==> src/pip_pkg.sv <==
// shared types and constants for the point-in-polygon ray-cast block
package pip_pkg;

  localparam int FIELD_WIDTH     = 32;
  localparam int COORD_WIDTH_DEF = 32;
  localparam int FIFO_DEPTH_DEF  = 4;
  localparam int IN_TDATA_W      = 4 * FIELD_WIDTH;
  localparam int IN_TUSER_W      = 1;
  localparam int OUT_TDATA_W     = 8;

  typedef struct packed {
    logic edge_en;   // test the edge from the previous vertex
    logic close_en;  // test the closing edge back to the ring's first vertex
    logic poly_end;  // report parity and clear it
  } pip_ctl_t;

  localparam int CTL_W = $bits(pip_ctl_t);

endpackage

==> src/pip_front.sv <==
// front end: ring tracking and classification of each incoming vertex
module pip_front import pip_pkg::*; #(
  parameter int COORD_WIDTH = COORD_WIDTH_DEF
) (
  input  logic                            clk,
  input  logic                            rst_n,
  input  logic                            accept,
  input  logic [FIELD_WIDTH-1:0]          query_x,
  input  logic [FIELD_WIDTH-1:0]          query_y,
  input  logic [FIELD_WIDTH-1:0]          vertex_x,
  input  logic [FIELD_WIDTH-1:0]          vertex_y,
  input  logic                            ring_end,
  input  logic                            polygon_end,
  output logic [8*COORD_WIDTH+CTL_W-1:0]  entry
);

  logic [COORD_WIDTH-1:0] qx, qy, vx, vy, fx, fy;
  logic [COORD_WIDTH-1:0] first_x_r, first_y_r, prev_x_r, prev_y_r;
  logic                   in_ring_r;
  pip_ctl_t               ctl;

  always_comb begin
    qx = COORD_WIDTH'(query_x);
    qy = COORD_WIDTH'(query_y);
    vx = COORD_WIDTH'(vertex_x);
    vy = COORD_WIDTH'(vertex_y);
    // a vertex that opens a ring closes onto itself
    fx = in_ring_r ? first_x_r : vx;
    fy = in_ring_r ? first_y_r : vy;
    ctl.edge_en  = in_ring_r;
    ctl.close_en = ring_end | polygon_end;
    ctl.poly_end = polygon_end;
    entry = {ctl, fy, fx, prev_y_r, prev_x_r, vy, vx, qy, qx};
  end

  always_ff @(posedge clk) begin
    if (!rst_n) begin
      in_ring_r <= 1'b0;
    end else if (accept) begin
      in_ring_r <= !(ring_end | polygon_end);
    end
  end

  always_ff @(posedge clk) begin
    if (accept) begin
      prev_x_r <= vx;
      prev_y_r <= vy;
      if (!in_ring_r) begin
        first_x_r <= vx;
        first_y_r <= vy;
      end
    end
  end

endmodule

==> config.mk <==
export PLATFORM = sky130hd
export DESIGN_NAME = pip_front
export DESIGN_NICKNAME = d
export VERILOG_FILES = /design/src/pip_pkg.sv /design/src/pip_front.sv
export SDC_FILE = /design/constraint.sdc
export NUM_CORES = 1
export LEC_CHECK = 0
export BUFFER_PORTS_ARGS = -buffer_cell sky130_fd_sc_hd__buf_2
export CELL_PAD_IN_SITES_DETAIL_PLACEMENT = 1
export CELL_PAD_IN_SITES_GLOBAL_PLACEMENT = 2
export CORE_UTILIZATION = 23
export DETAILED_ROUTE_END_ITERATION = 7
export PLACE_DENSITY = 0.83
export RECOVER_POWER = 100
export SLEW_MARGIN = 40
export SYNTH_ARGS = -nofsm -noshare
export SYNTH_HDL_FRONTEND = slang
export SYNTH_SLANG_ARGS = --single-unit
==> constraint.sdc <==
create_clock -name clk -period 1.2 [get_ports clk]
set_input_delay 0.36 -clock clk [delete_from_list [all_inputs] [get_ports clk]]
set_output_delay 0.36 -clock clk [all_outputs]
set_load 0.01 [all_outputs]
==> impl_metrics.py <==
metrics = {
    "yosys": {
        "synthCells": 334,
        "ys_types": 11,
        "syn_nets": 467,
        "synth_top_area_share_pct": 65.8,
        "yosysWarnings": 0,
        "ys_ff_latch": 129,
        "syn_area_per_cell_um2": 17.5,
        "synth_area_leaders": "edfxtp_1 66%, buf_4 17%, mux2_4 13%",
        "synth_area_leader_cell": "edfxtp_1",
        "yosysSeqAreaShare_pct": 66.2,
        "synth.cell_area_mm2": 0.00584,
    },
    "cts": {
        "clk_latency_ns": 0.41,
        "ctsHoldBuffers": 0,
        "clk_pin_slew_ns": 0.06,
        "clk_path_buf_depth": 2,
        "htree_levels": 4,
        "cts_sinks": 129,
        "cts_tree": "done",
        "clockRootBuffer": "clkbuf_16",
        "cts_buffers": 17,
    },
    "timing": {
        "max-slew-margin-rel_pct": 54.8,
        "rsz0062_at_grt": "yes",
        "finalSetupViolCount": 200,
        "fin_hold_ws_ns": 0.186,
        "drv_slew": 0,
        "fmax_ghz": 0.507,
        "worst_slack_ns": -0.773,
        "period_minus_slack_ns": 1.97,
        "fin_worst_skew_ns": 0.0123,
        "period_share_pct": 164,
        "hold_violations": 0,
        "tightest_slew_ns": 0.677,
    },
    "final_layout": {
        "fillers": 2643,
        "diodes": 0,
        "area_growth_pct": 43.9,
        "layout_commonest_cell": "edfxtp_1",
        "final_nets": 706,
        "final_cell_mix": "128 x edfxtp_1, 112 x buf_2, 99 x clkbuf_1",
        "design_area_mm2": 0.00840,
        "drive_above_1_share_pct": 60.8,
    },
    "power_and_ir_drop": {
        "power_uw": 12400,
        "power-per-cell-area_mw_per_mm2": 1470,
        "ir_drop_mv": 0.677,
        "p_leak_uw": 0.00343,
    },
    "die": {
        "core_area_mm2": 0.0246,
        "ioPinCount": 392,
        "start_util_pct": 23.7,
        "fp.dieH_um": 161,
        "die_area_mm2": 0.0260,
        "die_w_um": 161,
        "row_count": 57,
    },
    "worst_setup_path": {
        "required_ns": 0.84,
        "cpMostUsedCell": "buf_12",
        "critPathMaxFanout": 5,
        "cp_slowest_stage_delay_ns": 0.36,
        "crit_slowest_cell": "dfxtp_4",
        "worstSetupStartpointType": "register",
        "worstPathArrival_ns": 1.61,
        "worstReg2RegStart": "in_ring_r$_SDFFE_PN0P_",
        "critical_path_class": "register to output pin",
        "timing.critical_path.from": "in_ring_r$_SDFFE_PN0P_",
        "crit_chain": "buf_12 > buf_12 > buf_16 > mux2_4 > buf_6",
        "endpoint_kind": "output pin",
    },
    "global_route": {
        "grt_pass1_wl_um": 22900,
        "grt_pass1_vias": 3753,
        "grt_max_degree": 38,
        "antenna_found_initial": 0,
        "gr-total-overflow": 0,
        "track_usage_pct": 12.1,
    },
    "outcome": {
        "status": "finished with violations",
        "violations": "setup timing",
    },
    "placed_design": {
        "routabilityCongestion": 0.736,
        "io_buffers": 263,
        "dp.final_hpwl_um": 11200,
        "placed_area_mm2": 0.00711,
    },
    "job": {
        "max-cap-violations": 0,
    },
    "worst_hold_path": {
        "hold_path.class": "primary input to register",
        "min_from": "vertex_x[18]",
    },
    "drt": {
        "ant_nets": 0,
        "drtIter0Drc": 109,
        "routedWlPerCell_um": 18.0,
        "viasPerCell": 3.89,
        "dr_total_vias": 3536,
        "drc": 0,
        "wl_um": 16400,
        "drt_pass1_iterations": 4,
    },
}
-- cell usage after synthesis --
cell type  instances
buf_2              1
or2_2              1
nand2_1            1
mux2_2            15
nand3b_1           1
mux2_4            49
edfxtp_1         128
dfxtp_1            1
buf_4            130
buf_6              6
o21ai_0            1
-- cell type report --
| class | count | area, um^2 | area share, % |
|---|---|---|---|
| flip-flops and latches | 129 | 3870 | 46.0 |
| well taps | 324 | 405 | 4.83 |
| clock inverters | 14 | 154 | 1.83 |
| repair buffers | 357 | 2560 | 30.5 |
| multi-input cells | 68 | 986 | 11.7 |
| clock buffers | 18 | 429 | 5.11 |
-- kinds of logic after synthesis --
logic type,after synthesis,synth area share [%]
AO/OA/AOI/OAI,1,0.0856
buffers and inverters,137,18.0
flip-flops,129,66.2
multiplexers,64,15.5
AND/OR/NAND/NOR,3,0.300
-- final timing paths --
path	end	slack, ns	cells past startpoint
worst max-delay path	entry[207]	-0.77	5
worst min-delay path	prev_x_r[18]$_DFFE_PP_	0.19	1
worst min register to register	first_y_r[29]$_DFFE_PP_	0.57	1
worst max register to register	first_x_r[15]$_DFFE_PP_	-0.36	6
-- metrics by stage --
step	utilization, %	setup TNS, ns	cells	worst slack, ns
finish	34.1	-57.31	910	-0.773
global route	34.1	-68.04	910	-0.822
CTS	33.8	-59.59	896	-0.790
detailed placement	28.9	-18.77	849	-0.354
global placement	28.9	-17.03	849	-0.316
floorplan	-	-6.81	334	-0.108
-- registers in the layout (all words and copies together), names as in the netlist --
| signal | cells |
|---|---|
| first_x_r | 32 |
| in_ring_r | 1 |
| prev_x_r | 32 |
| first_y_r | 32 |
| prev_y_r | 32 |
-- timing repair --
action / in CTS / in global routing
gates resized for setup: 78 / 28
pin swaps: 0 / 1
endpoints found under the setup margin: 178 / 194
buffers inserted: 11 / 13
cloned: 5 / 2
-- layer usage --
metal / wire length, um / GRT usage [%] / up-vias
met5: 0 / 0 / -
met4: 291 / 4.72 / 0
met3: 1200 / 4.31 / 35
met2: 8580 / 21.5 / 200
met1: 6340 / 12.9 / 1720
li1: - / - / 1581
-- report_power, final --
part	total (uW)	internal, uW	switching [uW]
clock network	5120	3090	2040
registers	5420	5330	93.3
logic	1840	984	855
-- critical path, delay by kind of cell, from the launching register on --
family	cells	cell delay [ns]
DFF	1	0.36
buffers and inverters	4	0.53
muxes	1	0.31
(Power assumes the default switching activity.)
