$ cat config.mk
export PLATFORM = sky130hd
export DESIGN_NAME = pip_fifo
export DESIGN_NICKNAME = d
export VERILOG_FILES = /design/src/pip_pkg.sv /design/src/pip_fifo.sv
export SDC_FILE = /design/constraint.sdc
export NUM_CORES = 1
export LEC_CHECK = 0
export BUFFER_PORTS_ARGS = -buffer_cell sky130_fd_sc_hd__buf_2
export CAP_MARGIN = 10
export CELL_PAD_IN_SITES_DETAIL_PLACEMENT = 0
export CELL_PAD_IN_SITES_GLOBAL_PLACEMENT = 2
export CORE_ASPECT_RATIO = 0.6
export CORE_MARGIN = 3
export CORE_UTILIZATION = 36
export DETAILED_ROUTE_END_ITERATION = 10
export PLACE_DENSITY = 0.81
export SYNTH_ARGS = -nofsm -noshare
export SYNTH_HDL_FRONTEND = slang
export SYNTH_SLANG_ARGS = --single-unit
$ cat constraint.sdc
create_clock -name clk -period 1.8 [get_ports clk]
set_clock_uncertainty 0.2 [all_clocks]
set_input_delay 0.45 -clock clk [delete_from_list [all_inputs] [get_ports clk]]
set_output_delay 0.45 -clock clk [all_outputs]
set_load 0.01 [all_outputs]
$ cat src/pip_pkg.sv
// shared types and constants for the point-in-polygon ray-cast block
package pip_pkg;

  localparam int FIELD_WIDTH     = 32;
  localparam int COORD_WIDTH_DEF = 32;
  localparam int FIFO_DEPTH_DEF  = 4;
  localparam int IN_TDATA_W      = 4 * FIELD_WIDTH;
  localparam int IN_TUSER_W      = 1;
  localparam int OUT_TDATA_W     = 8;

  typedef struct packed {
    logic edge_en;   // test the edge from the previous vertex
    logic close_en;  // test the closing edge back to the ring's first vertex
    logic poly_end;  // report parity and clear it
  } pip_ctl_t;

  localparam int CTL_W = $bits(pip_ctl_t);

endpackage

$ cat src/pip_fifo.sv
// short queue between the front end and the edge-test back end
module pip_fifo import pip_pkg::*; #(
  parameter int WIDTH = 8,
  parameter int DEPTH = FIFO_DEPTH_DEF
) (
  input  logic                       clk,
  input  logic                       rst_n,
  input  logic                       push,
  input  logic [WIDTH-1:0]           wdata,
  input  logic                       pop,
  output logic [WIDTH-1:0]           rdata,
  output logic                       not_empty,
  output logic                       full,
  output logic [$clog2(DEPTH+1)-1:0] level
);

  localparam int ADDR_W = $clog2(DEPTH);
  localparam int LVL_W  = $clog2(DEPTH + 1);

  logic [WIDTH-1:0]  mem [DEPTH];
  logic [ADDR_W-1:0] wr_ptr_r, rd_ptr_r;
  logic [LVL_W-1:0]  level_r;

  assign rdata     = mem[rd_ptr_r];
  assign not_empty = (level_r != '0);
  assign full      = (level_r == LVL_W'(DEPTH));
  assign level     = level_r;

  always_ff @(posedge clk) begin
    if (push) begin
      mem[wr_ptr_r] <= wdata;
    end
  end

  always_ff @(posedge clk) begin
    if (!rst_n) begin
      wr_ptr_r <= '0;
      rd_ptr_r <= '0;
      level_r  <= '0;
    end else begin
      if (push) begin
        wr_ptr_r <= (wr_ptr_r == ADDR_W'(DEPTH - 1)) ? '0 : wr_ptr_r + 1'b1;
      end
      if (pop) begin
        rd_ptr_r <= (rd_ptr_r == ADDR_W'(DEPTH - 1)) ? '0 : rd_ptr_r + 1'b1;
      end
      if (push && !pop) begin
        level_r <= level_r + 1'b1;
      end else if (pop && !push) begin
        level_r <= level_r - 1'b1;
      end
    end
  end

endmodule

==> results.py <==
metrics = {
    "detailed_routing": {
        "drc": 0,
        "viasPerCell": 4.51,
        "finalWirelength_um": 2730,
        "ant_nets": 0,
        "wl_per_cell_um": 14.5,
        "drt_iter0_drc": 30,
        "first_pass_iters": 3,
        "num_vias": 847,
    },
    "worst_setup_path": {
        "worstPathMaxFanout": 8,
        "crit_type": "flop to output pin",
        "required_ns": 1.15,
        "critical_path.startpoint_type": "flop",
        "cp_data_arrival_time_ns": 1.43,
        "end_kind": "output pin",
    },
    "die": {
        "chipWidth_um": 92.5,
        "die_h_um": 57.9,
        "coreArea_um2": 4210,
        "initial_core_util": 0.384,
        "num_rows": 18,
        "io_pins": 25,
        "dieArea_um2": 5360,
    },
    "clock_network": {
        "clkTransAtPathRegs_ns": 0.07,
        "clk-insertion-delay-late_ns": 0.29,
        "cts-hold-fix-buffers": 0,
        "cts_tree": "yes",
        "cts_htree_levels": 2,
        "cts-root-buf": "clkbuf_8",
        "cts_buffers": 5,
        "cts_sinks": 41,
        "cts_buffer_depth": 2,
    },
    "grt": {
        "grt_pass1_vias": 906,
        "grt_use_total": 0.114,
        "antenna_found_initial": 0,
        "grt_max_degree": 14,
        "grt_pass1_wl_um": 4420,
        "grt_overflow": 0,
    },
    "yosys": {
        "yosysSeqAreaShare": 0.706,
        "synth_common_cells": "edfxtp_1, dfxtp_1, mux4_2, ha_1",
        "synth-edff-count": 32,
        "avgSynthCellArea_um2": 18.8,
        "synth-async-reset-ratio": 0,
        "yosys.area.top_type": "edfxtp_1",
        "yosysTopAreaCellShare": 0.594,
        "yosysMostFrequentCell": "edfxtp_1",
        "ys_ff_latch": 41,
        "synth.area.top_cells": "edfxtp_1, dfxtp_1, mux4_2, ha_1, mux2i_1",
        "synth_cells": 86,
        "synth_area_um2": 1620,
        "syn-num-nets": 105,
        "synth_flop_cell": "edfxtp_1",
        "yosys_warnings": 0,
        "synth_cell_type_count": 20,
    },
    "timing": {
        "finalHoldViolations": 0,
        "setup_ws_ns": -0.276,
        "holdWs_ns": 0.177,
        "fin_crit_ns": 2.08,
        "tightest_slew_ns": 0.188,
        "period_share": 1.15,
        "relSlewSlack": 0.875,
        "fmaxAchievable_mhz": 482,
        "rsz0062_at_grt": "yes",
        "fin_setup_tns_ns": -2.09,
        "setup_viol_count_final": 9,
        "drv_slew": 0,
    },
    "run_status": {
        "status": "finished, violations left",
        "violations": "setup timing",
    },
    "power": {
        "max-vdd-ir-drop_mv": 0.389,
        "powerDensity_nw_per_um2": 1010,
        "power_leakage_nw": 0.802,
    },
    "placed_design": {
        "gp_congestion": 0.718,
        "dp_hpwl_um": 1990,
        "port_buffers": 24,
    },
    "final_layout": {
        "fin_nets": 146,
        "nFillCells": 349,
        "antenna_cells": 0,
        "syn_to_final_growth_pct": 33.2,
        "utilization": 0.511,
        "regArea_um2": 1150,
        "multi_input_area_um2": 464,
        "drive_above_1_share": 0.469,
    },
    "worst_hold_path": {
        "hold_class": "input port to flop",
    },
    "run": {
        "drv_cap": 0,
    },
}
stage by stage:
stage,std cells,power [W],cell area [um^2],setup WS [ns]
finish,188,0.00217,2150,-0.276
global route,188,0.00227,2150,-0.327
CTS,186,0.00215,2090,-0.299
detailed placement,177,0.00143,1960,-0.232
global placement,177,0.00141,1960,-0.177
floorplan,86,0.00129,1630,-0.0258
logic make-up (layout without fill, tap and decap cells):
logic type,Yosys count,after routing,share of synthesized area
flip-flops,41,41,0.706
AND/OR/NAND/NOR,15,15,0.0565
multiplexers,12,12,0.136
adder cells (fa/ha/maj),7,7,0.0588
buffers and inverters,6,48,0.0193
AO/OA/AOI/OAI,3,3,0.0124
XOR/XNOR,2,2,0.0108
power by group:
part	internal [W]	leakage, nW	switching [W]
Clock	0.000408	0.0518	0.000302
Sequential	0.00108	0.370	0.0000265
Combinational	0.000201	0.380	0.000150
Total	0.00169	0.802	0.000478
worst max-delay path, stage by stage (launching register included):
cell,delay (ns)
dfxtp_2,0.34
buf_12,0.13
mux4_2,0.52
buf_6,0.14
repair_timing:
| item | 4_1_cts | 5_1_grt |
|---|---|---|
| pin swaps | 1 | 0 |
| gates resized for setup | 6 | 9 |
| cloned | 0 | 0 |
| setup endpoints to repair | 9 | 10 |
| buffers inserted | 1 | 2 |
final timing paths:
check,endpoint,startpoint,cells past startpoint,slack (ns)
worst min-delay path,mem[3][5],wdata[5],1,0.18
worst max register to register,level[2],level[0],5,0
worst max-delay path,rdata[0],flop,3,-0.28
worst min register to register,rd_ptr_r[1],rd_ptr_r[1],2,0.36
state kept, by name, summed over array words and instances (netlist names), named ones only:
name	flops
level	3
wr_ptr_r	2
mem	32
rd_ptr_r	2
routing by layer:
metal | part of all wire | vias up | track usage
met2 | 0.52 | 17 | 0.190
met4 | 0.016 | 0 | 0.0507
met1 | 0.42 | 414 | 0.137
li1 | - | 411 | -
met3 | 0.046 | 5 | 0.0402
met5 | 0 | - | 0
area by class of cell:
cell class | count | share of cell area
clock buffers | 5 | 0.0320
inverters | 4 | 0.00813
flip-flops and latches | 41 | 0.535
repair buffers | 36 | 0.156
clock inverters | 3 | 0.0192
well taps | 60 | 0.0349
multi-input cells | 39 | 0.216
cells in the final DEF (no fill, tap or decap), drive strengths merged:
| cell type | netlist | layout |
|---|---|---|
| edfxtp | 32 | 32 |
| mux4 | 8 | 8 |
| mux2i | 4 | 4 |
| clkinvlp | 0 | 1 |
| xor2 | 1 | 1 |
| inv | 4 | 4 |
| clkbuf | 1 | 5 |
| o21ai | 1 | 1 |
| nor2b | 5 | 5 |
| xnor2 | 1 | 1 |
| and2 | 5 | 5 |
| bufinv | 0 | 1 |
| dfxtp | 9 | 9 |
| or3 | 2 | 2 |
| nor3b | 1 | 1 |
| ha | 6 | 6 |
| o21a | 1 | 1 |
| a21boi | 1 | 1 |
| nor3 | 1 | 1 |
| clkinv | 0 | 1 |
| nor2 | 1 | 1 |
| buf | 1 | 36 |
| fa | 1 | 1 |
Note: power is estimated with default switching activity, not from simulation.
